`src/hw/rtl/sv39ptw_pkg.sv`:
```
// Shared types and constants for the Sv39 page-table walker.
package sv39ptw_pkg;

  // Result kinds on the output channel.
  localparam logic [1:0] KIND_READ  = 2'd0;
  localparam logic [1:0] KIND_WRITE = 2'd1;
  localparam logic [1:0] KIND_DONE  = 2'd2;

  // Page fault codes.
  localparam logic [1:0] FAULT_NONE  = 2'd0;
  localparam logic [1:0] FAULT_INST  = 2'd1;
  localparam logic [1:0] FAULT_LOAD  = 2'd2;
  localparam logic [1:0] FAULT_STORE = 2'd3;

  // Access kinds of a translation request.
  localparam logic [1:0] ACC_FETCH = 2'd0;
  localparam logic [1:0] ACC_LOAD  = 2'd1;
  localparam logic [1:0] ACC_STORE = 2'd2;

  // Input function codes.
  localparam logic FUNC_REQ  = 1'b0;
  localparam logic FUNC_RESP = 1'b1;

  // Configuration register indexes.
  localparam logic CFG_PAGING = 1'b0;
  localparam logic CFG_ROOT   = 1'b1;

  // PTE bit positions.
  localparam int PTE_V = 0;
  localparam int PTE_R = 1;
  localparam int PTE_W = 2;
  localparam int PTE_X = 3;
  localparam int PTE_A = 6;
  localparam int PTE_D = 7;

  localparam int PPN_W = 44;

  // Walk level, one-hot.
  typedef enum logic [3:0] {
    LVL_IDLE = 4'b0001,
    LVL_ROOT = 4'b0010,
    LVL_MID  = 4'b0100,
    LVL_LEAF = 4'b1000
  } level_t;

  // One result item.
  typedef struct packed {
    logic [1:0]  kind;
    logic [63:0] addr;
    logic [63:0] wdata;
    logic [1:0]  fault;
    logic        last;
  } result_t;

endpackage

```
`src/hw/rtl/sv39_page_table_walker.sv`:
```
// Sv39 page-table walker top level: input stage, walk control and result queue.
//
// The walker accepts one item per cycle while its result queue has room: either a
// translation request or a memory read response carrying a page-table entry. An accepted
// item is held in an input register, is evaluated against the walk state in a single pass of
// logic, and its results go into a four-entry result queue. Most items give one result; a
// successful leaf gives two (the A/D write-back, then the finished translation), which leave
// the queue one after the other. The input stage holds an item until the queue has two free
// entries, so the sustained rate is one item per cycle as long as the output side takes one
// result per cycle. Requests that arrive during a walk and responses that arrive while idle
// are dropped without a result. Configuration writes take effect at once and are expected
// only while the walker is idle.
module sv39_page_table_walker #(
  parameter int QUEUE_DEPTH = 4
) (
  input  logic        clk,
  input  logic        rst,
  // Configuration write port.
  input  logic        cfg_we,
  input  logic        cfg_index,
  input  logic [43:0] cfg_data,
  // Input channel.
  input  logic        in_valid,
  output logic        in_ready,
  input  logic        func,
  input  logic [63:0] virt_addr,
  input  logic [1:0]  access_kind,
  input  logic [63:0] mem_data,
  input  logic        mem_ok,
  // Output channel.
  output logic        out_valid,
  input  logic        out_ready,
  output logic [1:0]  out_kind,
  output logic [63:0] out_addr,
  output logic [63:0] write_data,
  output logic [1:0]  fault_code,
  output logic        last
);

  // Configuration registers.
  logic        paging_enable;
  logic [43:0] root_table_page;

  // Input stage.
  logic        s_valid;
  logic        s_func;
  logic [63:0] s_va;
  logic [1:0]  s_acc;
  logic [63:0] s_data;
  logic        s_ok;
  logic        fire;

  // Walk state.
  sv39ptw_pkg::level_t level;
  sv39ptw_pkg::level_t level_next;
  logic [63:0] saved_vaddr;
  logic [63:0] saved_vaddr_next;
  logic [1:0]  saved_access;
  logic [1:0]  saved_access_next;
  logic [63:0] entry_addr;
  logic [63:0] entry_addr_next;

  // Evaluation signals.
  sv39ptw_pkg::result_t r0;
  sv39ptw_pkg::result_t r1;
  sv39ptw_pkg::result_t q_out;
  logic        r0_valid;
  logic        r1_valid;
  logic        space2;
  logic [43:0] ppn;
  logic [43:0] done_ppn;
  logic        leaf_hit;
  logic        perm_fault;
  logic [1:0]  perm_code;
  logic [63:0] root_addr;
  logic [63:0] next_addr;
  logic [8:0]  next_vpn;
  logic [63:0] new_pte;

  assign fire     = s_valid && space2;
  assign in_ready = !s_valid || fire;

  // Configuration writes.
  always_ff @(posedge clk) begin
    if (rst) begin
      paging_enable   <= 1'b0;
      root_table_page <= '0;
    end else if (cfg_we) begin
      case (cfg_index)
        sv39ptw_pkg::CFG_PAGING: paging_enable   <= cfg_data[0];
        sv39ptw_pkg::CFG_ROOT:   root_table_page <= cfg_data;
        default: ;
      endcase
    end
  end

  // Input register; refilled on every transfer.
  always_ff @(posedge clk) begin
    if (rst) begin
      s_valid <= 1'b0;
    end else if (in_ready) begin
      s_valid <= in_valid;
    end
  end

  always_ff @(posedge clk) begin
    if (in_ready && in_valid) begin
      s_func <= func;
      s_va   <= virt_addr;
      s_acc  <= access_kind;
      s_data <= mem_data;
      s_ok   <= mem_ok;
    end
  end

  // Address arithmetic; the low 12 bits of a table page are zero, so concatenation suffices.
  assign ppn       = s_data[53:10];
  assign root_addr = {8'b0, root_table_page, s_va[38:30], 3'b000};
  assign next_vpn  = (level == sv39ptw_pkg::LVL_ROOT) ? saved_vaddr[29:21] : saved_vaddr[20:12];
  assign next_addr = {8'b0, ppn, next_vpn, 3'b000};

  // Permission check for the leaf and the updated entry.
  always_comb begin
    perm_fault = 1'b0;
    perm_code  = sv39ptw_pkg::FAULT_NONE;
    new_pte    = s_data;
    new_pte[sv39ptw_pkg::PTE_A] = 1'b1;
    case (saved_access)
      sv39ptw_pkg::ACC_FETCH: begin
        perm_fault = !s_data[sv39ptw_pkg::PTE_X];
        perm_code  = sv39ptw_pkg::FAULT_INST;
      end
      sv39ptw_pkg::ACC_LOAD: begin
        perm_fault = !s_data[sv39ptw_pkg::PTE_R];
        perm_code  = sv39ptw_pkg::FAULT_LOAD;
      end
      sv39ptw_pkg::ACC_STORE: begin
        perm_fault = !s_data[sv39ptw_pkg::PTE_W];
        perm_code  = sv39ptw_pkg::FAULT_STORE;
        new_pte[sv39ptw_pkg::PTE_D] = 1'b1;
      end
      default: ;
    endcase
  end

  // Single-pass evaluation of the item in the input register.
  always_comb begin
    r0                = '0;
    r1                = '0;
    r0_valid          = 1'b0;
    r1_valid          = 1'b0;
    leaf_hit          = 1'b0;
    done_ppn          = ppn;
    level_next        = level;
    saved_vaddr_next  = saved_vaddr;
    saved_access_next = saved_access;
    entry_addr_next   = entry_addr;

    if (s_func == sv39ptw_pkg::FUNC_REQ) begin
      if (level == sv39ptw_pkg::LVL_IDLE) begin
        r0_valid = 1'b1;
        r0.last  = 1'b1;
        if (!paging_enable) begin
          r0.kind = sv39ptw_pkg::KIND_DONE;
          r0.addr = s_va;
        end else begin
          saved_vaddr_next  = s_va;
          saved_access_next = s_acc;
          entry_addr_next   = root_addr;
          level_next        = sv39ptw_pkg::LVL_ROOT;
          r0.kind           = sv39ptw_pkg::KIND_READ;
          r0.addr           = root_addr;
        end
      end
    end else if (level != sv39ptw_pkg::LVL_IDLE) begin
      if (!s_ok || !s_data[sv39ptw_pkg::PTE_V]) begin
        r0_valid   = 1'b1;
        r0.kind    = sv39ptw_pkg::KIND_DONE;
        r0.addr    = saved_vaddr;
        r0.fault   = sv39ptw_pkg::FAULT_LOAD;
        r0.last    = 1'b1;
        level_next = sv39ptw_pkg::LVL_IDLE;
      end else if (level == sv39ptw_pkg::LVL_LEAF) begin
        leaf_hit = 1'b1;
      end else if (s_data[sv39ptw_pkg::PTE_X:sv39ptw_pkg::PTE_R] != 3'b000) begin
        if (level == sv39ptw_pkg::LVL_ROOT) begin
          // A leaf at the root level is not supported.
          r0_valid   = 1'b1;
          r0.kind    = sv39ptw_pkg::KIND_DONE;
          r0.addr    = saved_vaddr;
          r0.fault   = sv39ptw_pkg::FAULT_LOAD;
          r0.last    = 1'b1;
          level_next = sv39ptw_pkg::LVL_IDLE;
        end else begin
          // Megapage: low page-number bits come from the virtual address.
          leaf_hit = 1'b1;
          done_ppn = {ppn[43:9], saved_vaddr[20:12]};
        end
      end else begin
        entry_addr_next = next_addr;
        level_next      = (level == sv39ptw_pkg::LVL_ROOT) ? sv39ptw_pkg::LVL_MID
                                                           : sv39ptw_pkg::LVL_LEAF;
        r0_valid        = 1'b1;
        r0.kind         = sv39ptw_pkg::KIND_READ;
        r0.addr         = next_addr;
        r0.last         = 1'b1;
      end
    end

    // Leaf completion: fault, or write-back followed by the physical address.
    if (leaf_hit) begin
      level_next = sv39ptw_pkg::LVL_IDLE;
      r0_valid   = 1'b1;
      if (perm_fault) begin
        r0.kind  = sv39ptw_pkg::KIND_DONE;
        r0.addr  = saved_vaddr;
        r0.fault = perm_code;
        r0.last  = 1'b1;
      end else begin
        r0.kind  = sv39ptw_pkg::KIND_WRITE;
        r0.addr  = entry_addr;
        r0.wdata = new_pte;
        r1_valid = 1'b1;
        r1.kind  = sv39ptw_pkg::KIND_DONE;
        r1.addr  = {8'b0, done_ppn, saved_vaddr[11:0]};
        r1.last  = 1'b1;
      end
    end
  end

  // Walk state update.
  always_ff @(posedge clk) begin
    if (rst) begin
      level        <= sv39ptw_pkg::LVL_IDLE;
      saved_vaddr  <= '0;
      saved_access <= '0;
      entry_addr   <= '0;
    end else if (fire) begin
      level        <= level_next;
      saved_vaddr  <= saved_vaddr_next;
      saved_access <= saved_access_next;
      entry_addr   <= entry_addr_next;
    end
  end

  sv39ptw_outq #(
    .DEPTH(QUEUE_DEPTH)
  ) u_outq (
    .clk      (clk),
    .rst      (rst),
    .push0    (fire && r0_valid),
    .data0    (r0),
    .push1    (fire && r1_valid),
    .data1    (r1),
    .space2   (space2),
    .out_valid(out_valid),
    .out_ready(out_ready),
    .out_data (q_out)
  );

  assign out_kind   = q_out.kind;
  assign out_addr   = q_out.addr;
  assign write_data = q_out.wdata;
  assign fault_code = q_out.fault;
  assign last       = q_out.last;

endmodule

```
`src/hw/rtl/sv39ptw_outq.sv`:
```
// Small result queue that accepts up to two results per cycle and delivers one.
module sv39ptw_outq #(
  parameter int DEPTH = 4
) (
  input  logic                 clk,
  input  logic                 rst,
  input  logic                 push0,
  input  sv39ptw_pkg::result_t data0,
  input  logic                 push1,
  input  sv39ptw_pkg::result_t data1,
  output logic                 space2,
  output logic                 out_valid,
  input  logic                 out_ready,
  output sv39ptw_pkg::result_t out_data
);

  localparam int PW = (DEPTH > 1) ? $clog2(DEPTH) : 1;
  localparam int CW = $clog2(DEPTH + 1);
  localparam logic [CW-1:0] LIMIT = CW'(DEPTH - 2);
  localparam logic [PW-1:0] LASTP = PW'(DEPTH - 1);

  sv39ptw_pkg::result_t entries [DEPTH];
  logic [PW-1:0] head;
  logic [PW-1:0] tail;
  logic [CW-1:0] count;
  logic [PW-1:0] tail1;
  logic [PW-1:0] tail2;
  logic [PW-1:0] head1;
  logic          pop;
  logic [CW-1:0] count_next;

  // Pointer increments with wrap at the queue depth.
  assign tail1 = (tail == LASTP) ? '0 : tail + 1'b1;
  assign tail2 = (tail1 == LASTP) ? '0 : tail1 + 1'b1;
  assign head1 = (head == LASTP) ? '0 : head + 1'b1;

  assign out_valid = (count != '0);
  assign out_data  = entries[head];
  assign pop       = out_valid && out_ready;
  assign space2    = (count <= LIMIT);

  always_comb begin
    count_next = count + CW'(push0) + CW'(push1) - CW'(pop);
  end

  // Storage writes; the second result lands behind the first.
  always_ff @(posedge clk) begin
    if (push0) begin
      entries[tail] <= data0;
    end
    if (push1) begin
      entries[tail1] <= data1;
    end
  end

  // Pointers and fill count.
  always_ff @(posedge clk) begin
    if (rst) begin
      head  <= '0;
      tail  <= '0;
      count <= '0;
    end else begin
      count <= count_next;
      if (pop) begin
        head <= head1;
      end
      if (push0 && push1) begin
        tail <= tail2;
      end else if (push0) begin
        tail <= tail1;
      end
    end
  end

endmodule

```
`config.mk`:
```
export PLATFORM = sky130hd
export DESIGN_NAME = sv39_page_table_walker
export DESIGN_NICKNAME = d
export VERILOG_FILES = /design/src/hw/rtl/sv39ptw_pkg.sv /design/src/hw/rtl/sv39_page_table_walker.sv /design/src/hw/rtl/sv39ptw_outq.sv
export SDC_FILE = /design/constraint.sdc
export NUM_CORES = 1
export LEC_CHECK = 0
export BUFFER_PORTS_ARGS = -buffer_cell sky130_fd_sc_hd__buf_2
export CELL_PAD_IN_SITES_DETAIL_PLACEMENT = 1
export CELL_PAD_IN_SITES_GLOBAL_PLACEMENT = 1
export CORE_MARGIN = 2
export CORE_UTILIZATION = 44
export DETAILED_ROUTE_END_ITERATION = 10
export PLACE_DENSITY_LB_ADDON = 0.1
export SETUP_SLACK_MARGIN = 0.4
export SLEW_MARGIN = 20
export SYNTH_ARGS = -nofsm -noshare
export SYNTH_HDL_FRONTEND = slang
export SYNTH_SLANG_ARGS = --single-unit
```
`constraint.sdc`:
```
create_clock -name clk -period 7.6 [get_ports clk]
set_clock_uncertainty 0.2 [all_clocks]
set_input_delay 0.76 -clock clk [delete_from_list [all_inputs] [get_ports clk]]
set_output_delay 0.76 -clock clk [all_outputs]
set_load 0.02 [all_outputs]
```
==> flow_summary.toml, run 1 <==
[status]
status = "finished clean"

[cells_and_area]
drive_gt1_frac = 0.231
nets = 3086
final.fill_count = 7888
syn_to_final_growth_pct = 15.9

[sta]
drv_slew = 0
final.period_utilization = 0.648
finalWorstSetupSlack_ns = 2.68
relSlewSlack = 0.256
rsz0062_at_grt = "no"
fin_crit_ns = 4.92
hold_viol = 0
worst_pin_slew_ns = 1.12
fmax_mhz = 203
setup_tns_ns = 0
setup-violations-final = 0

[floorplanning]
num_io_pins = 317
start_util = 0.444
die-width_um = 286
die_y_um = 286
coreArea_mm2 = 0.0790
fp-row-count = 103
die_area_mm2 = 0.0820

[setup_path]
crit_path_max_fanout = 60
critPathKind = "flip-flop to flip-flop"
cp-start-kind = "flip-flop"
crit_path_end_kind = "flip-flop"
required_ns = 7.72
crit_arrival_ns = 5.04

[clocking]
cts-resized-gates = 0
numCtsBuffers = 92
htreeDepth = 3
cts_tree = "yes"
clk_pin_slew_ns = 0.06
clock_latency_ns = 0.64
cts_max_path_buffers = 3
postCtsSetupBuffers = 0
ctsHoldBuffers = 0
cts_sinks = 837
cts-root-buf = "clkbuf_16"

[logic_synthesis]
syn-num-nets = 2928
synth-async-reset-ratio = 0
ys_warn_count = 0
synth_seq_cells = 837
seq_area_frac_synth = 0.581
ys_types = 53
synth_edf_count = 363
syn_area_per_cell_um2 = 12.8
netlist_instances = 2731
synth.cell_area_mm2 = 0.0351
synth_ff_type = "dfxtp_1"

[run]
drv_cap = 0

[place]
portBuffers = 315
hpwl_um = 70900
dp_slack_ns = 2.71
globalplace.congestion = 0.797

[hold_path]
hp-class = "primary input to flip-flop"

[routing]
routed_via_density = 6.56
drt_iter0_markers = 2283
vias = 26400
drt_wl_total_um = 124000
drc_errors = 0
wl_per_cell_um = 30.9
final_antenna_net_count = 0
first_pass_iters = 5

[pwr]
p_leak_nw = 14.3
powerDensity_mw_per_mm2 = 283
peakVddDrop_mv = 0.187

[global_routing]
globalRouteTotalUtil = 0.296
grt_first_pass_wirelength_um = 180000
overflow = 0
grt_max_degree = 132
antenna_found_initial = 3
first_global_vias = 27700
-- cell families (layout without fill, tap and decap cells) --
kind of cell / Yosys count / count (layout) / share of synthesized area
mux: 269 / 269 / 0.124
other cells: 0 / 3 / 0
xor+xnor: 3 / 3 / 0.000749
simple gates: 379 / 379 / 0.0456
buf+inv: 338 / 572 / 0.0389
fa+ha+maj: 15 / 15 / 0.00578
flops: 837 / 837 / 0.581
compound gates: 890 / 890 / 0.204
-- report_power, final --
part / switching [mW] / total (mW) / internal (mW) / leakage [nW]
Sequential: 0.250 / 5.18 / 4.93 / 7.01
Combinational: 1.08 / 1.70 / 0.618 / 5.78
Clock: 1.84 / 4.62 / 2.78 / 1.52
Total: 3.17 / 11.5 / 8.33 / 14.3
-- cells in the mapped netlist, types with 61 or more instances --
cell | count | area (µm²)
a22o_1 | 194 | 1700
nor2_1 | 61 | 229
clkbuf_1 | 165 | 619
buf_1 | 77 | 289
buf_2 | 66 | 330
dfxtp_1 | 474 | 9490
a21oi_1 | 176 | 881
edfxtp_1 | 363 | 10900
mux2i_1 | 137 | 1370
a32o_1 | 256 | 2560
nand2_1 | 265 | 995
mux4_2 | 132 | 2970
-- area by class of cell --
cell class / count / area [µm²] / share of cell area
clock inverters: 32 / 387 / 0.00951
clock buffers: 138 / 2730 / 0.0672
repair buffers: 375 / 2200 / 0.0541
inverters: 27 / 106 / 0.00262
flip-flops and latches: 837 / 20400 / 0.502
multi-input cells: 1556 / 13500 / 0.333
diodes: 3 / 7.51 / 0.000185
well taps: 1050 / 1310 / 0.0323
-- through the flow --
| step | cell area (µm²) | total power [mW] | cells | hold WS (ns) | utilization |
|---|---|---|---|---|---|
| after global routing | 40700 | 11.8 | 4015 | 0.0720 | 0.515 |
| after detailed placement | 37500 | 6.97 | 3844 | 0.247 | 0.475 |
| after CTS | 40600 | 11.6 | 4014 | 0.0636 | 0.514 |
| final | 40700 | 11.5 | 4018 | 0.0900 | 0.515 |
| after floorplan | 35100 | 6.25 | 2731 | 0.227 | - |
| after global placement | 37400 | 6.90 | 3838 | 0.240 | 0.473 |
-- placed cells by master (no fill, tap or decap), types with 46 or more instances in the layout --
cell type    n
dfxtp_1    472
edfxtp_1   363
buf_2      314
nand2_1    262
a32o_1     256
a22o_1     194
a21oi_1    169
mux2i_1    137
mux4_2     132
clkbuf_16   98
nor2_1      61
buf_4       49
a22oi_1     47
a211oi_1    46
-- flip-flops by register name (all words and copies together), names as in the netlist, named ones only --
| name | cells |
|---|---|
| root_table_page | 44 |
| s_ok | 1 |
| saved_vaddr | 64 |
| u_outq.count | 3 |
| paging_enable | 1 |
| s_acc | 2 |
| s_func | 1 |
| s_valid | 1 |
| s_data | 63 |
| entry_addr | 53 |
| u_outq.entries | 528 |
| saved_access | 2 |
| u_outq.head | 2 |
| u_outq.tail | 2 |
| level | 4 |
| s_va | 64 |
-- layer usage --
| layer | global-route usage | up-vias | wire [µm] |
|---|---|---|---|
| li1 | - | 11100 | - |
| met4 | 0.108 | 0 | 4330 |
| met3 | 0.0430 | 284 | 9140 |
| met2 | 0.510 | 1132 | 61200 |
| met1 | 0.378 | 13800 | 49600 |
| met5 | 0 | - | 0 |
-- worst max-delay path, cell delays in order (launching register included) --
cell      delay [ns]
edfxtp_1        0.50
or3_1           0.59
a21oi_2         0.38
nor4_4          0.09
buf_4           0.36
and3_2          0.36
a21oi_4         0.11
buf_4           0.51
clkinv_2        0.84
buf_4           0.60
-- worst paths after layout --
kind	from	end	slack (ns)	cells past startpoint
hold / removal	mem_data[29]	s_data[29]	0.09	1
setup reg to reg	s_data[3]	u_outq.entries[3][107]	2.68	9
setup / recovery	s_data[3]	u_outq.entries[3][107]	2.68	9
hold reg to reg	entry_addr[3]	entry_addr[3]	0.25	2
Power figures use the tool's default switching activity.
==> run 2: changes to the inputs <==
==> constraint.sdc (replaced) <==
create_clock -name clk -period 4.3 [get_ports clk]
set_clock_uncertainty 0.2 [all_clocks]
set_input_delay 0.43 -clock clk [delete_from_list [all_inputs] [get_ports clk]]
set_output_delay 0.43 -clock clk [all_outputs]
set_load 0.02 [all_outputs]
==> run 2 against run 1 <==
Net effect: first-iteration DRC count is 0.13% lower; register-to-register slack worse by 2.0 ns; worst setup slack worse by 2.0 ns; critical path depth is 2 lower; clock power is 77% higher; hold slack worse by 0.040 ns; fmax is 35% higher; largest cell class unchanged; sequential cell count stayed put; highest routed layer is now met5.
==> flow_summary.toml, run 2 (synthesis results as in run 1) <==
[status]
status = "finished clean"

[setup_path]
crit_family = "simple AND/OR/NAND/NOR gates"
critPathKind = "flip-flop to flip-flop"
ff2ff_path_depth = 7
crit_path_max_incr_delay_ns = 0.64
crit_path_end_kind = "flip-flop"
crit_path_max_fanout = 80
crit_cells = 7
cp-start-kind = "flip-flop"
cp_cell_sequence = "or3_1, a21oi_2, nor4_4, and3_2, nor2_4, buf_12, a22o_1"
slowest_stage = "and3_2"
crit_arrival_ns = 3.85
worst-path-buf-inv = 1
required_ns = 4.49

[clocking]
cts_tree = "yes"
cts_max_path_buffers = 3
numCtsBuffers = 92
clock_latency_ns = 0.65
clk_pin_slew_ns = 0.06
cts_sinks = 837
cts-root-buf = "clkbuf_16"
htreeDepth = 3

[sta]
worst_pin_slew_ns = 1.17
relSlewSlack = 0.214
final.period_utilization = 0.850
drv_slew = 0
hold_viol = 0
setup_tns_ns = 0
fin_crit_ns = 3.66
setup-violations-final = 0
rsz0062_at_grt = "no"
fmax_mhz = 273

[place]
globalplace.congestion = 0.812
dp.cells = 3870
placed_area_mm2 = 0.0378
portBuffers = 315
hpwl_um = 72600

[routing]
wl_per_cell_um = 29.7
final_antenna_net_count = 0
vias = 27100
first_pass_iters = 7
routed_via_density = 6.41
drc_errors = 0
drt_wl_total_um = 125000
drt_iter0_markers = 2280

[cells_and_area]
syn_to_final_growth_pct = 21.6
antenna_cells = 0
final_common_cell = "dfxtp_1"
nets = 3287
top_register = "u_outq.entries"
instances_no_fill = 4219
drive_gt1_frac = 0.227
final_cell_mix = "472 x dfxtp_1, 363 x edfxtp_1, 314 x buf_2"
fin_area_mm2 = 0.0427
reg.largest.list = "u_outq.entries (528), s_va (64), saved_vaddr (64)"
largest_reg_flops = 528

[hold_path]
hp-class = "primary input to flip-flop"
min_path_cells = 2

[floorplanning]
die-width_um = 286
die_area_mm2 = 0.0820
fp-row-count = 103
coreArea_mm2 = 0.0790
num_io_pins = 317
die_y_um = 286
start_util = 0.444

[global_routing]
first_global_vias = 28700
antenna_found_initial = 1
grt_max_degree = 113
globalRouteTotalUtil = 0.303
grt_first_pass_wirelength_um = 186000
overflow = 0

[pwr]
finalPower_mw = 20.5
peakVddDrop_mv = 0.307
powerDensity_mw_per_mm2 = 480
p_leak_nw = 15.2

[run]
drv_cap = 0
## run 2: cell type report
cell class | instances | area [µm²]
Fill cell | 7877 | 36300
Inverter | 27 | 106
Tap cell | 1050 | 1310
Clock buffer | 136 | 2780
Clock inverter | 37 | 368
Timing Repair Buffer | 576 | 4200
Multi-Input combinational cell | 1556 | 13500
Sequential cell | 837 | 20400
## run 2: timing repair
item                                   4_1_cts  5_1_grt
setup endpoints to repair                    0        6
hold buffers                               176        0
endpoints found under the hold margin      177        0
gates resized for setup                      0        1
buffers inserted                             0        0
## run 2: metal layers
| layer | share of wire | wire length, µm | global-route usage |
|---|---|---|---|
| met4 | 0.034 | 4290 | 0.109 |
| met5 | 0.00010 | 13 | 0 |
| met1 | 0.40 | 50300 | 0.391 |
| met2 | 0.49 | 61900 | 0.521 |
| met3 | 0.069 | 8650 | 0.0432 |
## run 2: report_power, final
| part | switching, mW | total [mW] | internal, mW |
|---|---|---|---|
| clock network | 3.33 | 8.18 | 4.84 |
| logic | 1.95 | 3.18 | 1.23 |
| registers | 0.424 | 9.14 | 8.72 |
## run 2: final timing paths
path	to	startpoint	slack, ns
setup / recovery	u_outq.entries[1][97]	s_data[2]	0.64
hold / removal	saved_vaddr[28]	rst	0.05
setup reg to reg	u_outq.entries[1][97]	s_data[2]	0.64
hold reg to reg	saved_vaddr[61]	saved_vaddr[61]	0.25
## run 2: worst reg2reg max path: stages (launching register included)
cell and delay [ns]:
edfxtp_1 0.49, or3_1 0.40, a21oi_2 0.19, nor4_4 0.61
and3_2 0.64, nor2_4 0.11, buf_12 0.19, a22o_1 0.58
## run 2: per-stage QoR
stage | setup slack [ns] | hold slack (ns) | util
floorplan | 0.487 | 0.227 | -
global placement | 0.614 | 0.238 | 0.478
detailed placement | 0.581 | 0.247 | 0.478
CTS | 0.554 | 0.0236 | 0.540
global route | 0.469 | 0.0696 | 0.540
finish | 0.643 | 0.0505 | 0.540
